`src/hdl/wrfc_pkg.sv`:
```
// Shared types, codes and constants of the WLAN receive frame classifier.
package wrfc_pkg;

  localparam int unsigned MIN_FRAME_BYTES_DEF = 24;
  localparam int unsigned POSITION_WIDTH_DEF  = 12;
  localparam int unsigned COUNTER_WIDTH_DEF   = 16;

  localparam int unsigned ADDR_W  = 48;
  localparam int unsigned LIMIT_W = 16;
  localparam int unsigned TOTAL_W = 16;

  localparam logic [LIMIT_W-1:0] DEAUTH_LIMIT_RST = 16'd10;
  localparam logic [LIMIT_W-1:0] EAPOL_LIMIT_RST  = 16'd20;

  // frame control first byte codes
  localparam logic [7:0] FC_DEAUTH    = 8'hC0;
  localparam logic [7:0] FC_DISASSOC  = 8'hA0;
  localparam logic [7:0] FC_PROBE_REQ = 8'h40;

  // EAPOL ethertype byte pair
  localparam logic [7:0] ETYPE_EAPOL_HI = 8'h88;
  localparam logic [7:0] ETYPE_EAPOL_LO = 8'h8E;

  // group bit of an address, first byte in the top position
  localparam int unsigned ADDR_GROUP_BIT = 40;

  typedef enum logic [1:0] {
    CLS_OTHER = 2'd0,
    CLS_MGMT  = 2'd1,
    CLS_DATA  = 2'd2
  } frame_class_e;

  typedef enum logic {
    MODE_BYTE = 1'b0,
    MODE_TICK = 1'b1
  } mode_e;

  typedef enum logic {
    RPT_FRAME  = 1'b0,
    RPT_WINDOW = 1'b1
  } report_kind_e;

  typedef enum logic {
    CFG_DEAUTH_LIMIT = 1'b0,
    CFG_EAPOL_LIMIT  = 1'b1
  } cfg_index_e;

  // summary of one finished frame, from the header parser
  typedef struct packed {
    logic              valid;
    logic              pairing;
    logic [ADDR_W-1:0] client;
    logic [ADDR_W-1:0] ap;
    logic              deauth;
    logic              eapol;
    logic [ADDR_W-1:0] network;
  } frm_rpt_t;

  // one result word
  typedef struct packed {
    logic               report_kind;
    logic               pairing_valid;
    logic [ADDR_W-1:0]  client_addr;
    logic [ADDR_W-1:0]  station_ap_addr;
    logic               deauth_seen;
    logic               eapol_seen;
    logic [ADDR_W-1:0]  network_addr;
    logic               deauth_alarm;
    logic               eapol_alarm;
    logic [TOTAL_W-1:0] deauth_total;
    logic [TOTAL_W-1:0] eapol_total;
  } rpt_t;

endpackage

```
`src/hdl/wrfc_if.sv`:
```
// Valid/ready channel interfaces for input bytes and result reports.
interface wrfc_in_if;
  logic       valid;
  logic       ready;
  logic       mode;
  logic [7:0] frame_byte;
  logic [1:0] frame_class;
  logic       first_flag;
  logic       last_flag;

  modport source (output valid, mode, frame_byte, frame_class, first_flag, last_flag,
                  input ready);
  modport sink   (input valid, mode, frame_byte, frame_class, first_flag, last_flag,
                  output ready);
endinterface

interface wrfc_out_if;
  logic                        valid;
  logic                        ready;
  logic                        report_kind;
  logic                        pairing_valid;
  logic [wrfc_pkg::ADDR_W-1:0] client_addr;
  logic [wrfc_pkg::ADDR_W-1:0] station_ap_addr;
  logic                        deauth_seen;
  logic                        eapol_seen;
  logic [wrfc_pkg::ADDR_W-1:0] network_addr;
  logic                        deauth_alarm;
  logic                        eapol_alarm;
  logic [wrfc_pkg::TOTAL_W-1:0] deauth_total;
  logic [wrfc_pkg::TOTAL_W-1:0] eapol_total;

  modport source (output valid, report_kind, pairing_valid, client_addr, station_ap_addr,
                  deauth_seen, eapol_seen, network_addr, deauth_alarm, eapol_alarm,
                  deauth_total, eapol_total,
                  input ready);
  modport sink   (input valid, report_kind, pairing_valid, client_addr, station_ap_addr,
                  deauth_seen, eapol_seen, network_addr, deauth_alarm, eapol_alarm,
                  deauth_total, eapol_total,
                  output ready);
endinterface

```
`src/hdl/wrfc_parse.sv`:
```
// Header parser: tracks one frame byte by byte and builds the frame summary.
module wrfc_parse #(
  parameter int unsigned MIN_FRAME_BYTES = wrfc_pkg::MIN_FRAME_BYTES_DEF,
  parameter int unsigned POSITION_WIDTH  = wrfc_pkg::POSITION_WIDTH_DEF
) (
  input  logic               clk_i,
  input  logic               rst_ni,
  input  logic               byte_en_i,
  input  logic [7:0]         frame_byte_i,
  input  logic [1:0]         frame_class_i,
  input  logic               first_flag_i,
  input  logic               last_flag_i,
  output wrfc_pkg::frm_rpt_t frm_o
);

  localparam int unsigned AW = wrfc_pkg::ADDR_W;
  localparam int unsigned PW = POSITION_WIDTH;

  logic [PW-1:0] pos_q, pos_d, pos_cur;
  logic [1:0]    cls_q, cls_d;
  logic [7:0]    ctl_lo_q, ctl_lo_d, ctl_hi_q, ctl_hi_d;
  logic [AW-1:0] addr1_q, addr1_d, addr2_q, addr2_d, addr3_q, addr3_d;
  logic [7:0]    prev_q;
  logic          hit_q, hit_d;

  logic          to_ds, from_ds, have_pair;
  logic [AW-1:0] cl_sel, ap_sel;

  always_comb begin
    pos_cur  = first_flag_i ? '0 : pos_q;
    cls_d    = first_flag_i ? frame_class_i : cls_q;
    hit_d    = first_flag_i ? 1'b0 : hit_q;
    ctl_lo_d = first_flag_i ? '0 : ctl_lo_q;
    ctl_hi_d = first_flag_i ? '0 : ctl_hi_q;
    addr1_d  = first_flag_i ? '0 : addr1_q;
    addr2_d  = first_flag_i ? '0 : addr2_q;
    addr3_d  = first_flag_i ? '0 : addr3_q;

    if (pos_cur != '0 && prev_q == wrfc_pkg::ETYPE_EAPOL_HI &&
        frame_byte_i == wrfc_pkg::ETYPE_EAPOL_LO) begin
      hit_d = 1'b1;
    end

    // place the byte by its header offset
    if (pos_cur == PW'(0)) begin
      ctl_lo_d = frame_byte_i;
    end else if (pos_cur == PW'(1)) begin
      ctl_hi_d = frame_byte_i;
    end else if (pos_cur >= PW'(4) && pos_cur <= PW'(9)) begin
      addr1_d = {addr1_d[AW-9:0], frame_byte_i};
    end else if (pos_cur >= PW'(10) && pos_cur <= PW'(15)) begin
      addr2_d = {addr2_d[AW-9:0], frame_byte_i};
    end else if (pos_cur >= PW'(16) && pos_cur <= PW'(21)) begin
      addr3_d = {addr3_d[AW-9:0], frame_byte_i};
    end

    // saturate the byte count
    pos_d = (pos_cur != '1) ? pos_cur + PW'(1) : pos_cur;
  end

  always_ff @(posedge clk_i or negedge rst_ni) begin
    if (!rst_ni) begin
      pos_q    <= '0;
      cls_q    <= '0;
      ctl_lo_q <= '0;
      ctl_hi_q <= '0;
      addr1_q  <= '0;
      addr2_q  <= '0;
      addr3_q  <= '0;
      prev_q   <= '0;
      hit_q    <= 1'b0;
    end else if (byte_en_i) begin
      pos_q    <= pos_d;
      cls_q    <= cls_d;
      ctl_lo_q <= ctl_lo_d;
      ctl_hi_q <= ctl_hi_d;
      addr1_q  <= addr1_d;
      addr2_q  <= addr2_d;
      addr3_q  <= addr3_d;
      prev_q   <= frame_byte_i;
      hit_q    <= hit_d;
    end
  end

  // data frame addressing from the DS bits
  always_comb begin
    to_ds     = ctl_hi_d[0];
    from_ds   = ctl_hi_d[1];
    have_pair = 1'b1;
    cl_sel    = addr2_d;
    ap_sel    = addr3_d;
    case ({from_ds, to_ds})
      2'b00: begin
        cl_sel = addr2_d;
        ap_sel = addr3_d;
      end
      2'b01: begin
        cl_sel = addr2_d;
        ap_sel = addr1_d;
      end
      2'b10: begin
        cl_sel = addr3_d;
        ap_sel = addr2_d;
      end
      default: begin
        have_pair = 1'b0;
      end
    endcase
  end

  always_comb begin
    frm_o       = '0;
    frm_o.valid = byte_en_i && last_flag_i && (pos_d >= PW'(MIN_FRAME_BYTES));
    case (cls_d)
      wrfc_pkg::CLS_MGMT: begin
        frm_o.deauth = (ctl_lo_d == wrfc_pkg::FC_DEAUTH) ||
                       (ctl_lo_d == wrfc_pkg::FC_DISASSOC);
        if (ctl_lo_d == wrfc_pkg::FC_PROBE_REQ && !addr2_d[wrfc_pkg::ADDR_GROUP_BIT]) begin
          frm_o.pairing = 1'b1;
          frm_o.client  = addr2_d;
          frm_o.ap      = '1;
        end
      end
      wrfc_pkg::CLS_DATA: begin
        if (have_pair && !cl_sel[wrfc_pkg::ADDR_GROUP_BIT]) begin
          frm_o.pairing = 1'b1;
          frm_o.client  = cl_sel;
          frm_o.ap      = ap_sel;
        end
        if (hit_d) begin
          frm_o.eapol   = 1'b1;
          frm_o.network = addr3_d;
        end
      end
      default: begin
      end
    endcase
  end

endmodule

```
`src/hdl/wlan_rx_frame_classifier.sv`:
```
// Top level of the WLAN receive frame classifier: counters, window reports, output stage.
// A report is registered into the output register, or into the skid register while
// the output word is held. Throughput: one input word per cycle while the skid
// register is empty; bytes and ticks alike take the single registered pass to the output.
// A two-entry output stage (output register plus skid register) keeps input flowing
// while a report waits; input stalls only when both entries are full.
// Reset (async, active low) clears frame state, counters and output valids and loads limits.
module wlan_rx_frame_classifier #(
  parameter int unsigned MIN_FRAME_BYTES = wrfc_pkg::MIN_FRAME_BYTES_DEF,
  parameter int unsigned POSITION_WIDTH  = wrfc_pkg::POSITION_WIDTH_DEF,
  parameter int unsigned COUNTER_WIDTH   = wrfc_pkg::COUNTER_WIDTH_DEF
) (
  input  logic                         clk_i,
  input  logic                         rst_ni,
  input  logic                         cfg_we_i,
  input  logic                         cfg_idx_i,
  input  logic [wrfc_pkg::LIMIT_W-1:0] cfg_data_i,
  wrfc_in_if.sink                      in_i,
  wrfc_out_if.source                   out_o
);

  localparam int unsigned CW    = COUNTER_WIDTH;
  localparam int unsigned CMP_W = (COUNTER_WIDTH > wrfc_pkg::LIMIT_W) ?
                                  COUNTER_WIDTH : wrfc_pkg::LIMIT_W;

  // configuration registers
  logic [wrfc_pkg::LIMIT_W-1:0] deauth_limit_q, eapol_limit_q;

  always_ff @(posedge clk_i or negedge rst_ni) begin
    if (!rst_ni) begin
      deauth_limit_q <= wrfc_pkg::DEAUTH_LIMIT_RST;
      eapol_limit_q  <= wrfc_pkg::EAPOL_LIMIT_RST;
    end else if (cfg_we_i) begin
      unique case (cfg_idx_i)
        wrfc_pkg::CFG_DEAUTH_LIMIT: deauth_limit_q <= cfg_data_i;
        wrfc_pkg::CFG_EAPOL_LIMIT:  eapol_limit_q  <= cfg_data_i;
        default: begin
        end
      endcase
    end
  end

  // input handshake: stall only while the skid entry holds a report
  logic in_acc, is_tick, byte_en;
  logic skid_valid_q, out_valid_q;

  assign in_i.ready = !skid_valid_q;
  assign in_acc     = in_i.valid && in_i.ready;
  assign is_tick    = (in_i.mode == wrfc_pkg::MODE_TICK);
  assign byte_en    = in_acc && !is_tick;

  wrfc_pkg::frm_rpt_t frm;

  wrfc_parse #(
    .MIN_FRAME_BYTES (MIN_FRAME_BYTES),
    .POSITION_WIDTH  (POSITION_WIDTH)
  ) u_parse (
    .clk_i         (clk_i),
    .rst_ni        (rst_ni),
    .byte_en_i     (byte_en),
    .frame_byte_i  (in_i.frame_byte),
    .frame_class_i (in_i.frame_class),
    .first_flag_i  (in_i.first_flag),
    .last_flag_i   (in_i.last_flag),
    .frm_o         (frm)
  );

  // window counters, saturating; a tick reports and clears them
  logic [CW-1:0]    deauth_cnt_q, deauth_cnt_d, eapol_cnt_q, eapol_cnt_d;
  logic [CMP_W-1:0] deauth_ext, eapol_ext;

  assign deauth_ext = CMP_W'(deauth_cnt_q);
  assign eapol_ext  = CMP_W'(eapol_cnt_q);

  always_comb begin
    deauth_cnt_d = deauth_cnt_q;
    eapol_cnt_d  = eapol_cnt_q;
    if (in_acc && is_tick) begin
      deauth_cnt_d = '0;
      eapol_cnt_d  = '0;
    end else begin
      if (frm.valid && frm.deauth && deauth_cnt_q != '1) begin
        deauth_cnt_d = deauth_cnt_q + CW'(1);
      end
      if (frm.valid && frm.eapol && eapol_cnt_q != '1) begin
        eapol_cnt_d = eapol_cnt_q + CW'(1);
      end
    end
  end

  always_ff @(posedge clk_i or negedge rst_ni) begin
    if (!rst_ni) begin
      deauth_cnt_q <= '0;
      eapol_cnt_q  <= '0;
    end else begin
      deauth_cnt_q <= deauth_cnt_d;
      eapol_cnt_q  <= eapol_cnt_d;
    end
  end

  // assemble the report word for this accepted word
  wrfc_pkg::rpt_t res;
  logic           res_valid;

  assign res_valid = in_acc && (is_tick || frm.valid);

  always_comb begin
    res = '0;
    if (is_tick) begin
      res.report_kind  = wrfc_pkg::RPT_WINDOW;
      res.deauth_alarm = deauth_ext > CMP_W'(deauth_limit_q);
      res.eapol_alarm  = eapol_ext > CMP_W'(eapol_limit_q);
      res.deauth_total = deauth_ext[wrfc_pkg::TOTAL_W-1:0];
      res.eapol_total  = eapol_ext[wrfc_pkg::TOTAL_W-1:0];
    end else begin
      res.report_kind     = wrfc_pkg::RPT_FRAME;
      res.pairing_valid   = frm.pairing;
      res.client_addr     = frm.client;
      res.station_ap_addr = frm.ap;
      res.deauth_seen     = frm.deauth;
      res.eapol_seen      = frm.eapol;
      res.network_addr    = frm.network;
    end
  end

  // output register plus skid entry
  wrfc_pkg::rpt_t out_q, skid_q;
  logic           out_pop;

  assign out_pop = out_valid_q && out_o.ready;

  always_ff @(posedge clk_i or negedge rst_ni) begin
    if (!rst_ni) begin
      out_valid_q  <= 1'b0;
      skid_valid_q <= 1'b0;
    end else if (skid_valid_q) begin
      // advance the waiting word once the output drains
      if (out_pop) begin
        skid_valid_q <= 1'b0;
      end
    end else if (res_valid) begin
      if (!out_valid_q || out_pop) begin
        out_valid_q <= 1'b1;
      end else begin
        skid_valid_q <= 1'b1;
      end
    end else if (out_pop) begin
      out_valid_q <= 1'b0;
    end
  end

  always_ff @(posedge clk_i) begin
    if (skid_valid_q) begin
      if (out_pop) begin
        out_q <= skid_q;
      end
    end else if (res_valid) begin
      if (!out_valid_q || out_pop) begin
        out_q <= res;
      end else begin
        skid_q <= res;
      end
    end
  end

  assign out_o.valid           = out_valid_q;
  assign out_o.report_kind     = out_q.report_kind;
  assign out_o.pairing_valid   = out_q.pairing_valid;
  assign out_o.client_addr     = out_q.client_addr;
  assign out_o.station_ap_addr = out_q.station_ap_addr;
  assign out_o.deauth_seen     = out_q.deauth_seen;
  assign out_o.eapol_seen      = out_q.eapol_seen;
  assign out_o.network_addr    = out_q.network_addr;
  assign out_o.deauth_alarm    = out_q.deauth_alarm;
  assign out_o.eapol_alarm     = out_q.eapol_alarm;
  assign out_o.deauth_total    = out_q.deauth_total;
  assign out_o.eapol_total     = out_q.eapol_total;

`ifndef SYNTHESIS
  // the skid entry fills only behind a held output word
  a_skid_behind_out: assert property (@(posedge clk_i) disable iff (!rst_ni)
    skid_valid_q |-> out_valid_q)
    else $error("skid entry valid while output register empty");

  // a window tick leaves both counters clear
  a_tick_clears: assert property (@(posedge clk_i) disable iff (!rst_ni)
    (in_acc && is_tick) |=> (deauth_cnt_q == '0 && eapol_cnt_q == '0))
    else $error("window counters not cleared after tick");

  // a counted deauth frame leaves a nonzero counter
  a_deauth_counted: assert property (@(posedge clk_i) disable iff (!rst_ni)
    (frm.valid && frm.deauth) |=> (deauth_cnt_q != '0))
    else $error("deauth frame not counted");

  // a report is never dropped while both entries are full
  a_no_drop: assert property (@(posedge clk_i) disable iff (!rst_ni)
    (out_valid_q && !out_o.ready && skid_valid_q) |=> (out_valid_q && skid_valid_q))
    else $error("report lost while output stalled");
`endif

endmodule

```
`src/flat_wrapper.sv`:
```
// flat-port wrapper written by rule: the top's interface ports become plain ports
module wlan_rx_frame_classifier_flat 
#(
  parameter int unsigned MIN_FRAME_BYTES = wrfc_pkg::MIN_FRAME_BYTES_DEF,
  parameter int unsigned POSITION_WIDTH  = wrfc_pkg::POSITION_WIDTH_DEF,
  parameter int unsigned COUNTER_WIDTH   = wrfc_pkg::COUNTER_WIDTH_DEF
)
  (clk_i, rst_ni, cfg_we_i, cfg_idx_i, cfg_data_i, in_i_valid, in_i_mode, in_i_frame_byte, in_i_frame_class, in_i_first_flag, in_i_last_flag, in_i_ready, out_o_valid, out_o_report_kind, out_o_pairing_valid, out_o_client_addr, out_o_station_ap_addr, out_o_deauth_seen, out_o_eapol_seen, out_o_network_addr, out_o_deauth_alarm, out_o_eapol_alarm, out_o_deauth_total, out_o_eapol_total, out_o_ready);
  wrfc_in_if in_i_i ();
  wrfc_out_if out_o_i ();
  input  logic clk_i;
  input  logic rst_ni;
  input  logic cfg_we_i;
  input  logic cfg_idx_i;
  input  logic [wrfc_pkg::LIMIT_W-1:0] cfg_data_i;
  input wire logic [$bits(in_i_i.valid)-1:0] in_i_valid;
  input wire logic [$bits(in_i_i.mode)-1:0] in_i_mode;
  input wire logic [$bits(in_i_i.frame_byte)-1:0] in_i_frame_byte;
  input wire logic [$bits(in_i_i.frame_class)-1:0] in_i_frame_class;
  input wire logic [$bits(in_i_i.first_flag)-1:0] in_i_first_flag;
  input wire logic [$bits(in_i_i.last_flag)-1:0] in_i_last_flag;
  output wire logic [$bits(in_i_i.ready)-1:0] in_i_ready;
  output wire logic [$bits(out_o_i.valid)-1:0] out_o_valid;
  output wire logic [$bits(out_o_i.report_kind)-1:0] out_o_report_kind;
  output wire logic [$bits(out_o_i.pairing_valid)-1:0] out_o_pairing_valid;
  output wire logic [$bits(out_o_i.client_addr)-1:0] out_o_client_addr;
  output wire logic [$bits(out_o_i.station_ap_addr)-1:0] out_o_station_ap_addr;
  output wire logic [$bits(out_o_i.deauth_seen)-1:0] out_o_deauth_seen;
  output wire logic [$bits(out_o_i.eapol_seen)-1:0] out_o_eapol_seen;
  output wire logic [$bits(out_o_i.network_addr)-1:0] out_o_network_addr;
  output wire logic [$bits(out_o_i.deauth_alarm)-1:0] out_o_deauth_alarm;
  output wire logic [$bits(out_o_i.eapol_alarm)-1:0] out_o_eapol_alarm;
  output wire logic [$bits(out_o_i.deauth_total)-1:0] out_o_deauth_total;
  output wire logic [$bits(out_o_i.eapol_total)-1:0] out_o_eapol_total;
  input wire logic [$bits(out_o_i.ready)-1:0] out_o_ready;
  assign in_i_i.valid = in_i_valid;
  assign in_i_i.mode = in_i_mode;
  assign in_i_i.frame_byte = in_i_frame_byte;
  assign in_i_i.frame_class = in_i_frame_class;
  assign in_i_i.first_flag = in_i_first_flag;
  assign in_i_i.last_flag = in_i_last_flag;
  assign in_i_ready = in_i_i.ready;
  assign out_o_valid = out_o_i.valid;
  assign out_o_report_kind = out_o_i.report_kind;
  assign out_o_pairing_valid = out_o_i.pairing_valid;
  assign out_o_client_addr = out_o_i.client_addr;
  assign out_o_station_ap_addr = out_o_i.station_ap_addr;
  assign out_o_deauth_seen = out_o_i.deauth_seen;
  assign out_o_eapol_seen = out_o_i.eapol_seen;
  assign out_o_network_addr = out_o_i.network_addr;
  assign out_o_deauth_alarm = out_o_i.deauth_alarm;
  assign out_o_eapol_alarm = out_o_i.eapol_alarm;
  assign out_o_deauth_total = out_o_i.deauth_total;
  assign out_o_eapol_total = out_o_i.eapol_total;
  assign out_o_i.ready = out_o_ready;
  wlan_rx_frame_classifier #(.MIN_FRAME_BYTES(MIN_FRAME_BYTES), .POSITION_WIDTH(POSITION_WIDTH), .COUNTER_WIDTH(COUNTER_WIDTH)) u_core (.clk_i(clk_i), .rst_ni(rst_ni), .cfg_we_i(cfg_we_i), .cfg_idx_i(cfg_idx_i), .cfg_data_i(cfg_data_i), .in_i(in_i_i), .out_o(out_o_i));
endmodule
```
`config.mk`:
```
export PLATFORM = sky130hd
export DESIGN_NAME = wlan_rx_frame_classifier_flat
export DESIGN_NICKNAME = d
export VERILOG_FILES = /design/src/hdl/wrfc_pkg.sv /design/src/hdl/wrfc_if.sv /design/src/hdl/wrfc_parse.sv /design/src/hdl/wlan_rx_frame_classifier.sv /design/src/flat_wrapper.sv
export SDC_FILE = /design/constraint.sdc
export NUM_CORES = 1
export LEC_CHECK = 0
export ABC_CLOCK_PERIOD_IN_PS = 17760
export BUFFER_PORTS_ARGS = -buffer_cell sky130_fd_sc_hd__buf_4
export CAP_MARGIN = 40
export CORE_MARGIN = 1.5
export CORE_UTILIZATION = 40
export DETAILED_ROUTE_END_ITERATION = 16
export PLACE_DENSITY = 0.68
export SLEW_MARGIN = 20
export SYNTH_ARGS = -nofsm -noshare
export SYNTH_HDL_FRONTEND = slang
export SYNTH_HIERARCHICAL = 1
export SYNTH_SLANG_ARGS = --single-unit
```
`constraint.sdc`:
```
create_clock -name clk_i -period 17.76 [get_ports clk_i]
set_input_delay 1.776 -clock clk_i [delete_from_list [all_inputs] [get_ports clk_i]]
set_output_delay 1.776 -clock clk_i [all_outputs]
set_load 0.01 [all_outputs]
```
==> impl_metrics.toml, run 1 <==
[outcome]
status = "finished, final reports clean"

[pwr]
max-vdd-ir-drop_v = 0.0001227
leakage_nw = 13.52
fin_total_pwr_mw = 4.315
power_density_nw_per_um2 = 125.1

[timing]
skew_ns = 0.02849
fin_ws_ns = 10.52
hold_viol = 0
fin_tns_setup_ns = 0
slew_viol_final = 0
slew_headroom_pct = 34.64
finalCritPeriodShare_pct = 40.75
worst_slew_pin_slew_ns = 0.9804
setup_viol = 0
fmax_mhz = 138.2
rsz0062_at_grt = "false"
layout_min_cycle_time_ns = 7.237

[synthesis]
synth.area.top_cells = "edfxtp_1 (37%), dfrtp_1 (20%), mux2_2 (9.5%)"
synth_area_leader_cell = "edfxtp_1"
synthFlopType = "edfxtp_1"
synth_top_cell_area_share_pct = 37.16
yosys_warnings = 6
synth.most_common_cell = "edfxtp_1"
synthCells = 2380
synth.distinct_cells = 76
avgSynthCellArea_um2 = 12.36
synth-edff-count = 364
syn-cell-area_um2 = 29410
ys_seq_area_share_pct = 57.86
ys_ff_latch = 607
synth_common_cells = "edfxtp_1 (364), mux2_2 (249), dfrtp_1 (239)"
syn_nets = 2458
synth-async-reset-ratio_pct = 40.03

[global_routing]
grtUsageTotal_pct = 20.91
antenna_found_initial = 2
grt_pass1_vias = 19950
overflow = 0
grt_max_degree = 152
grt_pass1_wl_um = 121600

[clocking]
cts_tree = "yes"
insertion_delay_ns = 0.61
hold_buffers = 0
cts_root_buf = "clkbuf_16"
cts_resized = 0
clockBufferDepth = 3
cts_sinks = 607
h-tree-depth = 3
cts_setup_buffers = 0
cts_buffers = 67
clk_pin_slew_ns = 0.06

[floorplan]
start_util_pct = 40.38
ioPinCount = 219
die_x_um = 274.2
fp-row-count = 99
design.core.area_um2 = 72830
die_area_um2 = 75170
dieHeight_um = 274.2

[worst_setup_path]
crit_chain = "buf_4 > inv_1 > nand2_1 > inv_1 > ha_1 > nand3_1 > nor4_1 > o21ai_0 > o211ai_1 > a21oi_1 > o31ai_2 > o21ai_0 > nor2_1 > a21oi_1 > a21oi_4 > buf_16 > buf_12"
crit_path_end_kind = "register"
cp_slowest_cell = "nor4_1"
cp_max_fo = 151
worstPathRequired_ns = 17.98
worst-setup-path-type = "in -> reg"
start_kind = "input port"
slowest_delay_ns = 0.68
cp_data_arrival_time_ns = 7.46

[place]
place_ws_ns = 10.11
dpl_cell_area_um2 = 32090
io_buffers = 218
gp_congestion = 0.8915
dp_hpwl_um = 53050

[detailed_routing]
via_count = 20180
wire_per_inst_um = 22.40
ant_nets = 0
route.detailed.drc = 0
drtIter0Drc = 1940
totalWireLength_um = 79520
vias_per_cell = 5.685
firstDrtPassIters = 8

[final_layout]
multiInputGateArea_um2 = 11540
area_growth_pct = 17.32
drive_above_1_share_pct = 24.94
regArea_um2 = 17020
layout.nets = 2614
fillers = 6468
finalInstanceArea_um2 = 34510

[run]
maxCapViolations = 0

[hold_path]
hold_class = "reg -> reg"
sequential cells by signal, indices dropped and copies added, names as in the netlist, 12 cells and up:
name,cells
u_core/deauth_cnt_q,16
u_core/deauth_limit_q,16
u_core/eapol_cnt_q,16
u_core/eapol_limit_q,16
u_core/out_o.client_addr,48
u_core/out_o.deauth_total,16
u_core/out_o.eapol_total,16
u_core/out_o.network_addr,48
u_core/out_o.station_ap_addr,48
u_core/skid_q,182
u_core/u_parse/addr1_q,48
u_core/u_parse/addr2_q,48
u_core/u_parse/addr3_q,48
u_core/u_parse/pos_q,12
cells in the final DEF, fill, tap and decap left out, types with 43 or more instances in the layout:
cell type,instances
nand2_1,80
a21oi_1,79
o2bb2ai_1,106
a22oi_1,66
nor2b_1,204
buf_4,242
dfrtp_1,239
o21ai_0,91
nor2_1,153
inv_1,50
o22ai_1,57
edfxtp_1,364
ha_1,43
clkbuf_16,70
mux2_2,249
mux2i_1,100
final timing paths:
check | start | endpoint | slack [ns] | depth (start not counted)
worst max-delay path | in_i_first_flag | u_core/out_o.station_ap_addr[40] | 10.52 | 17
worst min-delay path | u_core/u_parse/addr2_q[45] | u_core/u_parse/addr2_q[45] | 0.48 | 2
worst max register to register | u_core/u_parse/pos_q[0] | u_core/out_o.station_ap_addr[40] | 12.19 | 14
worst min register to register | u_core/u_parse/addr2_q[45] | u_core/u_parse/addr2_q[45] | 0.48 | 2
max in group asynchronous | rst_ni | u_core/u_parse/cls_q[1] | 14.64 | 5
min in group asynchronous | rst_ni | u_core/u_parse/addr3_q[43] | 1.26 | 1
cell type report:
type                    count  share of cell area, %
multi-input cells        1546                  33.44
clock inverters            40                  1.425
well taps                 959                  3.477
repair buffers            262                  6.476
clock buffers              83                  5.276
diodes                      1               0.007252
flip-flops and latches    607                  49.31
inverters                  52                 0.5838
through the flow:
step           instances  utilization (%)  hold slack [ns]
6_report            3550            47.38           0.4768
5_1_grt             3549            47.37           0.5058
4_1_cts             3545            47.24           0.4768
3_5_place_dp        3422            44.06           0.4636
3_3_place_gp        3408            43.67           0.4554
2_1_floorplan       2380                -           0.4422
where the power goes:
part           internal (mW)  switching [mW]
registers               1.77           0.122
logic                  0.413           0.549
clock network          0.879           0.583
routing by layer:
| layer | share of wire, % | vias to the layer above | track usage [%] |
|---|---|---|---|
| li1 | - | 9222 | - |
| met1 | 45 | 10120 | 29.90 |
| met2 | 45 | 721 | 31.56 |
| met3 | 6.4 | 122 | 4.020 |
| met4 | 3.2 | 0 | 7.533 |
| met5 | 0 | - | 0 |
cell families (layout without fill, tap and decap cells):
kind of cell,after synthesis,after routing,share of synthesized area [%]
AO/OA/AOI/OAI,524,524,12.47
XOR/XNOR,26,26,0.7742
adder cells (fa/ha/maj),43,43,1.829
buffers and inverters,227,437,3.118
flip-flops,607,607,57.86
multiplexers,350,350,13.01
other,1,2,0.01275
AND/OR/NAND/NOR,602,602,10.92
critical path: cells and delay by family:
family | cells | cell delay, ns
fa+ha+maj | 1 | 0.24
compound gates | 7 | 1.96
buf+inv | 5 | 1.75
simple gates | 4 | 1.38
No activity file was read; power rests on OpenSTA's default activity.
==> run 2, diff against run 1 <==
Settings changed: ABC_CLOCK_PERIOD_IN_PS 17760 to 6900.
Clock period 17.76 ns to 6.9 ns, I/O delays scaled along.
==> run 2 against run 1 <==
Effect of this change: core utilization down 0.18 points; final cell count is essentially flat; design area down 0.38%; clock power grew 150%; non-clock buffer count is 2 higher; die area is the same; sequential power grew to 2.6 times the previous value; count of clock-buffer cells in the layout grew 7; highest routed layer unchanged.
==> impl_metrics.toml, run 2 (same netlist as run 1, synthesis figures left out) <==
[detailed_routing]
route.detailed.drc = 0
totalWireLength_um = 82480
drtIter0Drc = 1930
ant_nets = 0
wire_per_inst_um = 23.23
firstDrtPassIters = 6
via_count = 20440
vias_per_cell = 5.756

[final_layout]
drive_above_1_share_pct = 25.15
largest-register = "u_core/skid_q"
largest_reg_flops = 182
final_common_cell = "edfxtp_1"
fillers = 6468
area_growth_pct = 16.88
fin_cells = 3551
diodes = 0
layout.nets = 2616
layout_common_cells = "edfxtp_1 (364), mux2_2 (249), buf_4 (248)"

[global_routing]
grt_pass1_vias = 20440
grtUsageTotal_pct = 21.75
grt_max_degree = 178
antenna_found_initial = 2
grt_pass1_wl_um = 125900
overflow = 0

[outcome]
status = "finished, final reports clean"

[floorplan]
ioPinCount = 219
start_util_pct = 40.38
design.core.area_um2 = 72830
die_x_um = 274.2
fp-row-count = 99
dieHeight_um = 274.2
die_area_um2 = 75170

[timing]
fin_tns_setup_ns = 0
slew_headroom_pct = 37.20
fin_ws_ns = 1.821
setup_viol = 0
hold_viol = 0
layout_min_cycle_time_ns = 5.079
skew_ns = 0.02521
fmax_mhz = 196.9
finalCritPeriodShare_pct = 73.61
worst_slew_pin_slew_ns = 0.9334
slew_viol_final = 0
rsz0062_at_grt = "false"

[place]
dp_hpwl_um = 55000
place_ws_ns = 1.475
io_buffers = 218
dp.cells = 3422
gp_congestion = 0.9221

[clocking]
insertion_delay_ns = 0.62
cts_buffers = 67
cts_resized = 0
cts_tree = "yes"
h-tree-depth = 3
cts_sinks = 607
cts_root_buf = "clkbuf_16"
hold_buffers = 0
clockBufferDepth = 3
clk_pin_slew_ns = 0.06
cts_setup_buffers = 0

[worst_setup_path]
start_kind = "register"
worstSetupStartpoint = "u_core/u_parse/pos_q[7]"
worst-setup-path-type = "reg -> reg"
cp_data_arrival_time_ns = 5.56
r2r-start = "u_core/u_parse/pos_q[7]"
cp_max_fo = 33
worstPathRequired_ns = 7.38
crit_path_end_kind = "register"

[hold_path]
hold_class = "in -> async"

[pwr]
leakage_nw = 13.47
max-vdd-ir-drop_v = 0.0002387
power_density_nw_per_um2 = 320.6

[run]
maxCapViolations = 0
-- run 2: layer usage --
layer	up-vias	share of wire, %	track usage [%]
met2	774	47	34.22
met4	0	3.5	8.213
met5	-	0	0
met3	163	6.3	3.450
li1	9238	-	-
met1	10270	43	30.25
-- run 2: power breakdown --
part	internal [mW]	total (mW)	switching, mW	leakage (nW)
combinational	1.06	2.49	1.43	5.67
clock	2.10	3.60	1.50	1.07
sequential	4.55	4.93	0.378	6.73
total	7.72	11.0	3.30	13.5
-- run 2: path summary, 6_finish.rpt --
check                                          endpoint  slack (ns)  cells after the start
hold / removal                    u_core/eapol_cnt_q[2]        0.05                      1
min in group clk_i                  u_core/skid_valid_q        0.28                      2
setup / recovery           u_core/out_o.client_addr[42]        1.82                     13
hold reg to reg              u_core/u_parse/addr2_q[46]        0.47                      2
setup reg to reg           u_core/out_o.client_addr[42]        1.82                     13
max in group asynchronous    u_core/u_parse/addr1_q[36]        5.50                      3
-- run 2: metrics by stage --
stage	cell area (µm²)	utilization (%)	hold slack, ns	power [mW]
5_1_grt	34380	47.20	0.06622	11.45
6_report	34380	47.20	0.04867	11.02
3_3_place_gp	31970	43.89	0.4568	7.380
3_5_place_dp	32060	44.02	0.4633	7.455
4_1_cts	34260	47.04	0.03967	11.07
2_1_floorplan	29470	-	0.3944	6.322
-- run 2: worst max-delay path, stage by stage (launching register included) --
cell and delay [ns]:
dfrtp_1 0.52, or4_4 0.62, nor3_1 0.47, a41oi_1 0.26
a22oi_1 0.34, inv_1 0.12, ha_1 0.21, nor3b_1 0.70
and2_1 0.28, o21ai_4 0.16, buf_4 0.32, o32ai_1 0.47
nor2b_1 0.28, mux2_2 0.20
-- run 2: cell type report --
class                      instances  area, µm²  share of cell area (%)
tap                              959       1200                   3.490
clock buffer                      90       1866                   5.427
multi-input combinational       1546      11570                   33.66
clock inverter                    33      332.8                  0.9682
inverter                          52      201.4                  0.5860
timing repair buffer             264       2188                   6.366
sequential                       607      17020                   49.50
